===== src/rtl/wgm_pkg.sv =====
// shared types and constants for the wildcard glob matcher
`default_nettype none
package wgm_pkg;

   // widest pattern the register file can hold
   localparam int MAX_BYTES = 16;

   // special pattern and text characters
   localparam logic [7:0] CH_STAR = 8'h2A;
   localparam logic [7:0] CH_ANY  = 8'h3F;
   localparam logic [7:0] CH_DOT  = 8'h2E;

   // configuration register indexes
   typedef enum logic [1:0] {
      REG_PATTERN_LOW    = 2'd0,
      REG_PATTERN_HIGH   = 2'd1,
      REG_PATTERN_LENGTH = 2'd2
   } csr_index_type;

   // pattern bytes, byte 0 in the lowest bits
   typedef logic [MAX_BYTES-1:0][7:0] pattern_type;

   // configuration as seen by the position logic
   typedef struct packed {
      pattern_type pattern;
      logic [4:0]  length;
   } cfg_type;

   // one text byte handed to the position logic
   typedef struct packed {
      logic       fire;
      logic       last;
      logic [7:0] text;
   } step_type;

endpackage
`default_nettype wire


===== src/rtl/wgm_csr.sv =====
// configuration registers of the wildcard glob matcher
`default_nettype none
module wgm_csr
   import wgm_pkg::*;
(
   input  logic        clock,
   input  logic        reset,
   input  logic        csr_write,
   input  logic [1:0]  csr_index,
   input  logic [63:0] csr_wdata,
   output cfg_type     cfg
);

   logic [63:0] pattern_low_ff, pattern_low_in;
   logic [63:0] pattern_high_ff, pattern_high_in;
   logic [4:0]  pattern_length_ff, pattern_length_in;

   // register write decode
   always_comb begin
      pattern_low_in    = pattern_low_ff;
      pattern_high_in   = pattern_high_ff;
      pattern_length_in = pattern_length_ff;
      if (csr_write) begin
         case (csr_index)
            REG_PATTERN_LOW:    pattern_low_in    = csr_wdata;
            REG_PATTERN_HIGH:   pattern_high_in   = csr_wdata;
            REG_PATTERN_LENGTH: pattern_length_in = csr_wdata[4:0];
            default:            pattern_low_in    = pattern_low_ff;
         endcase
      end
   end

   always_ff @(posedge clock) begin
      if (reset) begin
         pattern_low_ff    <= '0;
         pattern_high_ff   <= '0;
         pattern_length_ff <= '0;
      end else begin
         pattern_low_ff    <= pattern_low_in;
         pattern_high_ff   <= pattern_high_in;
         pattern_length_ff <= pattern_length_in;
      end
   end

   // byte 0 lands in the lowest bits
   assign cfg.pattern = {pattern_high_ff, pattern_low_ff};
   assign cfg.length  = pattern_length_ff;

endmodule
`default_nettype wire


===== src/rtl/wgm_nfa.sv =====
// live pattern position set and its per-byte update
`default_nettype none
module wgm_nfa
   import wgm_pkg::*;
#(
   parameter int PATTERN_BYTES = 16
) (
   input  logic     clock,
   input  logic     reset,
   input  cfg_type  cfg,
   input  step_type step,
   output logic     matched
);

   localparam int         W   = PATTERN_BYTES;
   localparam logic [4:0] CAP = 5'(W);

   logic [W:0]   live_ff, live_in;
   logic [4:0]   used;
   logic [W:0]   keep;
   logic [W:0]   at_end;
   logic [W-1:0] star;
   logic [W-1:0] hit;
   logic [W:0]   cur;
   logic [W:0]   adv;
   logic [W:0]   next;
   logic [W:0]   restart;

   // a live star position also makes the position after it live
   function automatic logic [W:0] close_stars(input logic [W:0] s, input logic [W-1:0] st);
      logic [W:0] r;
      r = s;
      for (int p = 0; p < W; p++) begin
         if (r[p] && st[p]) r[p+1] = 1'b1;
      end
      return r;
   endfunction

   // position decode and one step of the automaton
   always_comb begin
      used = (cfg.length > CAP) ? CAP : cfg.length;
      for (int k = 0; k <= W; k++) begin
         keep[k]   = (5'(k) <= used);
         at_end[k] = (5'(k) == used);
      end
      for (int p = 0; p < W; p++) begin
         star[p] = (5'(p) < used) && (cfg.pattern[p] == CH_STAR);
         hit[p]  = (5'(p) < used) && (cfg.pattern[p] != CH_STAR) &&
                   ((cfg.pattern[p] == step.text) ||
                    ((cfg.pattern[p] == CH_ANY) && (step.text != CH_DOT)));
      end
      cur = close_stars(live_ff & keep, star);
      adv = '0;
      for (int p = 0; p < W; p++) begin
         if (cur[p] && star[p]) adv[p] = 1'b1;
         if (cur[p] && hit[p])  adv[p+1] = 1'b1;
      end
      next    = close_stars(adv, star);
      restart = close_stars((W+1)'(1), star);
      matched = |(next & at_end);
      live_in = live_ff;
      if (step.fire) begin
         live_in = step.last ? restart : next;
      end
   end

   always_ff @(posedge clock) begin
      if (reset) begin
         live_ff <= (W+1)'(1);
      end else begin
         live_ff <= live_in;
      end
   end

endmodule
`default_nettype wire


===== src/rtl/wildcard_glob_matcher_unit.sv =====
// Glob matcher: one text byte per request, one result per text on its last byte.
// The pattern (up to PATTERN_BYTES bytes, '*' any run, '?' any byte but '.') is
// set through the csr port while no text is in flight. A request is taken every
// cycle while the input register holds no waiting byte; each byte passes an
// input register, one pass of the position update logic and, for a last byte,
// the result register, from which the result is valid. Only a last byte meeting
// a held result waits in the input register, which throttles the request side.
`default_nettype none
module wildcard_glob_matcher_unit
   import wgm_pkg::*;
#(
   parameter int PATTERN_BYTES = 16
) (
   input  logic        clock,
   input  logic        reset,
   input  logic        req_valid,
   output logic        req_stall,
   input  logic [7:0]  req_text_byte,
   input  logic        req_last_byte,
   output logic        rsp_valid,
   input  logic        rsp_stall,
   output logic        rsp_matched,
   input  logic        csr_write,
   input  logic [1:0]  csr_index,
   input  logic [63:0] csr_wdata
);

   cfg_type    cfg;
   step_type   step;
   logic       matched;
   logic       req_fire;
   logic       rsp_free;
   logic       s1_go;
   logic       s1_valid_ff, s1_valid_in;
   logic [7:0] s1_text_ff;
   logic       s1_last_ff;
   logic       rsp_valid_ff, rsp_valid_in;
   logic       rsp_matched_ff;

   wgm_csr u_csr (
      .clock     (clock),
      .reset     (reset),
      .csr_write (csr_write),
      .csr_index (csr_index),
      .csr_wdata (csr_wdata),
      .cfg       (cfg)
   );

   wgm_nfa #(
      .PATTERN_BYTES (PATTERN_BYTES)
   ) u_nfa (
      .clock   (clock),
      .reset   (reset),
      .cfg     (cfg),
      .step    (step),
      .matched (matched)
   );

   // handshake: only a last byte needs room in the result register
   always_comb begin
      rsp_free    = !rsp_valid_ff || !rsp_stall;
      s1_go       = s1_valid_ff && (!s1_last_ff || rsp_free);
      req_stall   = s1_valid_ff && !s1_go;
      req_fire    = req_valid && !req_stall;
      s1_valid_in = req_fire || (s1_valid_ff && !s1_go);
      step.fire   = s1_go;
      step.last   = s1_last_ff;
      step.text   = s1_text_ff;
      if (s1_go && s1_last_ff) begin
         rsp_valid_in = 1'b1;
      end else if (!rsp_stall) begin
         rsp_valid_in = 1'b0;
      end else begin
         rsp_valid_in = rsp_valid_ff;
      end
   end

   // control registers
   always_ff @(posedge clock) begin
      if (reset) begin
         s1_valid_ff  <= 1'b0;
         rsp_valid_ff <= 1'b0;
      end else begin
         s1_valid_ff  <= s1_valid_in;
         rsp_valid_ff <= rsp_valid_in;
      end
   end

   // request and result payload
   always_ff @(posedge clock) begin
      if (req_fire) begin
         s1_text_ff <= req_text_byte;
         s1_last_ff <= req_last_byte;
      end
      if (s1_go && s1_last_ff) begin
         rsp_matched_ff <= matched;
      end
   end

   assign rsp_valid   = rsp_valid_ff;
   assign rsp_matched = rsp_matched_ff;

`ifndef SYNTHESIS
   // a last byte never overwrites a result still held
   a_last_waits: assert property (@(posedge clock) disable iff (reset)
      s1_valid_ff && s1_last_ff && rsp_valid_ff && rsp_stall |-> req_stall)
      else $error("last byte advanced over a held result");

   // every last byte that leaves the input register yields a result
   a_last_gives_rsp: assert property (@(posedge clock) disable iff (reset)
      s1_go && s1_last_ff |=> rsp_valid_ff)
      else $error("result missing after last byte");

   // a new result only comes from a last byte
   a_rsp_from_last: assert property (@(posedge clock) disable iff (reset)
      $rose(rsp_valid_ff) |-> $past(s1_go && s1_last_ff))
      else $error("result without a last byte");
`endif

endmodule
`default_nettype wire


===== config.mk =====
export PLATFORM = sky130hd
export DESIGN_NAME = wildcard_glob_matcher_unit
export DESIGN_NICKNAME = d
export VERILOG_FILES = /design/src/rtl/wgm_pkg.sv /design/src/rtl/wgm_csr.sv /design/src/rtl/wgm_nfa.sv /design/src/rtl/wildcard_glob_matcher_unit.sv
export SDC_FILE = /design/constraint.sdc
export NUM_CORES = 1
export LEC_CHECK = 0
export BUFFER_PORTS_ARGS = -buffer_cell sky130_fd_sc_hd__buf_2
export CAP_MARGIN = 5
export CORE_UTILIZATION = 55
export DETAILED_ROUTE_END_ITERATION = 10
export PLACE_DENSITY = 0.74
export SLEW_MARGIN = 20
export SYNTH_ARGS = -nofsm -noshare
export SYNTH_HDL_FRONTEND = slang
export SYNTH_HIERARCHICAL = 1
export SYNTH_SLANG_ARGS = --single-unit

===== constraint.sdc =====
create_clock -name clock -period 4.55 [get_ports clock]
set_input_delay 0.91 -clock clock [delete_from_list [all_inputs] [get_ports clock]]
set_output_delay 0.91 -clock clock [all_outputs]
set_load 0.02 [all_outputs]

==> out/results.txt <==
Chain of cells forming the critical path: nand4b_1, nor2_4, nor3_1, a21oi_1, nor3_2, nor4_4, o22ai_1, a311o_1, nor4_2, o2111a_1, nand4_1
Total detailed-routing wirelength: 29,280 um
Iteration count of the initial detailed-routing pass: 5
Post-detailed-route via-to-cell ratio: 6.116
Core ar.: 18,710 um2
Detailed Route Iter0 Violations: 785
Total leakage power: 4.374 nW
Die outline width: 139.9 um
CP Buf/Inv Count: 0
Highest ir drop seen on vdd: 231.5 uV
Pin count of the biggest net entering global routing: 115
Finished Layout Cells: 1,486
Net total in the final layout: 1,319
Clock slew at reported path FFs: 0.07 ns
Via count: 9,088
Final worst clock skew: 0.01564 ns
Overflow left after global routing: 0
Buffers added on ports: 82
Number of max-slew violations in the final report: 0
Hold/Removal Path Class: flop to flop
Summed instance area of the synthesized netlist: 10,470 um2
CP max stage cell: nand4b_1
Post-synth top area cell: dfxtp_1
Area of all placed cells without fillers: 11,600 um2
Post-route clock period utilization: 82.49%
Most used standard cells in the synthesized netlist: 203 x nand2b_1, 151 x dfxtp_1, 134 x mux2i_1
Worst-skew pair later-pin latency: 0.44 ns
Most frequent cell after synthesis: nand2b_1
Reg area: 3323 um2
Launching element of the worst setup path: s1_text_ff[0]
CP max FO: 8
Area contributors post-synth: dfxtp_1 29%, mux2i_1 13%, nand2b_1 12%
Status: finished, final reports clean
Worst Tran Pin Value: 1.089 ns
Number of buffers inserted by post-CTS setup repair: 0
Number of buffers between clock root and the deepest sink: 2
Yosys warning count: 6
Total area of multi-input combinational cells: 6761 um2
# diodes: 0
Global routing usage summed across all routing layers: 30.39%
Number of hold buffers added after CTS: 0
Filler cell count in the final layout: 1,619
Max layer used: met4
Fraction of synthesis flops using an asynchronous set or reset pin: 0%
CTS sink cnt: 161
RSZ-0062 raised after global routing: no
Cell family with the largest share of critical-path delay: simple AND/OR/NAND/NOR gates
Fraction of the yosys area taken by sequential cells: 31.75%
Cell area after placement: 11,010 um2
Arrival time at the worst endpoint: 3.92 ns
Fraction of post-synthesis cell area in the top cell type by area: 28.88%
Max frequency: 0.2664 GHz
Critical path type: flop to flop
Post-CTS Resized: 0
Synth Instances: 1,188
Setup TNS: 0 ns
Power density over the cells: 294.5 nW/um2
Layout Area Growth over Synthesis: 10.87%
TritonCTS Buffers: 17
Initial antenna violation count: 0
Number of failing hold endpoints at the final stage: 0
Remaining routing DRC violations: 0
Data required, critical path: 4.72 ns
Post-detailed-placement half-perimeter wirelength: 20,490 um
Global-route wire length before repair: 46,930 um
Distinct cell type count of the synthesized netlist: 93
Top FF cell, synth: dfxtp_1
Routed wl met3: 1989 um
Net count after synthesis: 1,268
Total power draw: 3.418 mW
RePlAce Congestion: 0.9821
Flip-flop and latch count after synthesis: 161
Floorplan die area: 19,580 um2
TritonCTS clock tree: done
Hold path startpoint: u_nfa/live_ff[2]
Initial core utilization: 55.95%
Number of setup violations in the final report: 0
Average wire length per cell after detail routing: 19.70 um
CTS root buffer: clkbuf_16
Rows: 50
H-tree lvl count: 4
Die H: 139.9 um
Number of top-level pins: 83
Wire length on met1: 13,320 um
Vias in the first global route: 8,740
Average cell area after synthesis: 8.810 um2
Launching element type of the critical path: flop
Endpoint type of the worst setup path: flop
Total of max-cap violations: 0
Share of post-route cells with drive strength above 1: 14.06%
Tmin final: 3.753 ns
Reg-to-reg startpoint: s1_text_ff[0]
Placed cell count: 1,454
Largest incremental delay on the critical path: 0.54 ns
Worst hold margin: 0.4849 ns
Total length of routed met2 wires: 13,340 um
Number of flops mapped to enable cells by yosys: 10
Antenna Nets Post-Route: 0
Max transition margin: 27.38%
[worst reg2reg max path, stage by stage (launching register included)]
cell	delay, ns
edfxtp_1	0.39
nand4b_1	0.54
nor2_4	0.50
nor3_1	0.09
a21oi_1	0.34
nor3_2	0.15
nor4_4	0.37
o22ai_1	0.14
a311o_1	0.40
nor4_2	0.25
o2111a_1	0.23
nand4_1	0.08
[flip-flops by register name, indices dropped and copies added (netlist names)]
signal,flops
u_csr/pattern_high_ff,64
u_csr/pattern_low_ff,64
u_nfa/live_ff,16
s1_text_ff,8
u_csr/pattern_length_ff,5
rsp_matched,1
rsp_valid,1
s1_last_ff,1
s1_valid_ff,1
[routing by layer]
| metal | global-route usage [%] | vias to the layer above |
|---|---|---|
| met3 | 5.436 | 51 |
| met5 | 0 | - |
| li1 | - | 4359 |
| met2 | 48.61 | 335 |
| met1 | 41.14 | 4343 |
| met4 | 10.58 | 0 |
[worst paths after layout]
kind         cells after the start  slack, ns          endpoint
max                             11       0.80       rsp_matched
min                              2       0.48  u_nfa/live_ff[2]
max reg2reg                     11       0.80       rsp_matched
min reg2reg                      2       0.48  u_nfa/live_ff[2]
[cell usage in the layout (no fill, tap or decap), types with 5 or more instances in the layout]
cell / count
a211oi_1: 10
nor4_1: 18
o211ai_1: 10
mux2i_1: 134
o22ai_1: 7
xor2_1: 48
a311oi_1: 6
nor2b_1: 6
o41ai_1: 5
clkbuf_16: 18
and3_1: 9
inv_1: 13
a21oi_1: 30
nand2b_1: 203
nor3_1: 25
dfxtp_1: 151
buf_2: 81
xnor2_1: 80
nor2_1: 65
or2_2: 8
inv_6: 5
nand2_1: 48
a31oi_1: 11
o21a_1: 6
a21o_1: 6
edfxtp_1: 10
and2_1: 5
nand3_1: 29
or3_1: 9
a22oi_1: 5
nand4_1: 35
o21ai_0: 24
buf_4: 21
[report_power, final]
group          leakage (nW)  internal [mW]  switching (mW)
Sequential             1.33           1.48          0.0647
Clock                 0.295          0.807           0.651
Combinational          2.75          0.191           0.225
Total                  4.37           2.48           0.941
[final cells by class]
type                    instances  area share (%)
clock buffers                  19           3.914
clock inverters                13           1.208
inverters                      13          0.4205
multi-input cells             943           58.27
flip-flops and latches        161           28.64
well taps                     234           2.523
repair buffers                103           5.025
[through the flow]
step	utilization, %	worst slack, ns
5_1_grt	62.03	0.5408
3_5_place_dp	58.86	0.8792
2_1_floorplan	-	1.325
6_report	62.03	0.7969
3_3_place_gp	58.86	0.9409
4_1_cts	62.03	0.8674
[cells by family (layout without fill, tap and decap cells)]
family	after synthesis	after routing	synth area share, %
and+or+nand+nor	507	507	28.64
xor gates and xnor gates	128	128	10.71
AOI/OAI and AO/OA	174	174	12.31
buffers and inverters	84	148	3.766
DFF	161	161	31.75
muxes	134	134	12.82
(Power assumes the default switching activity.)
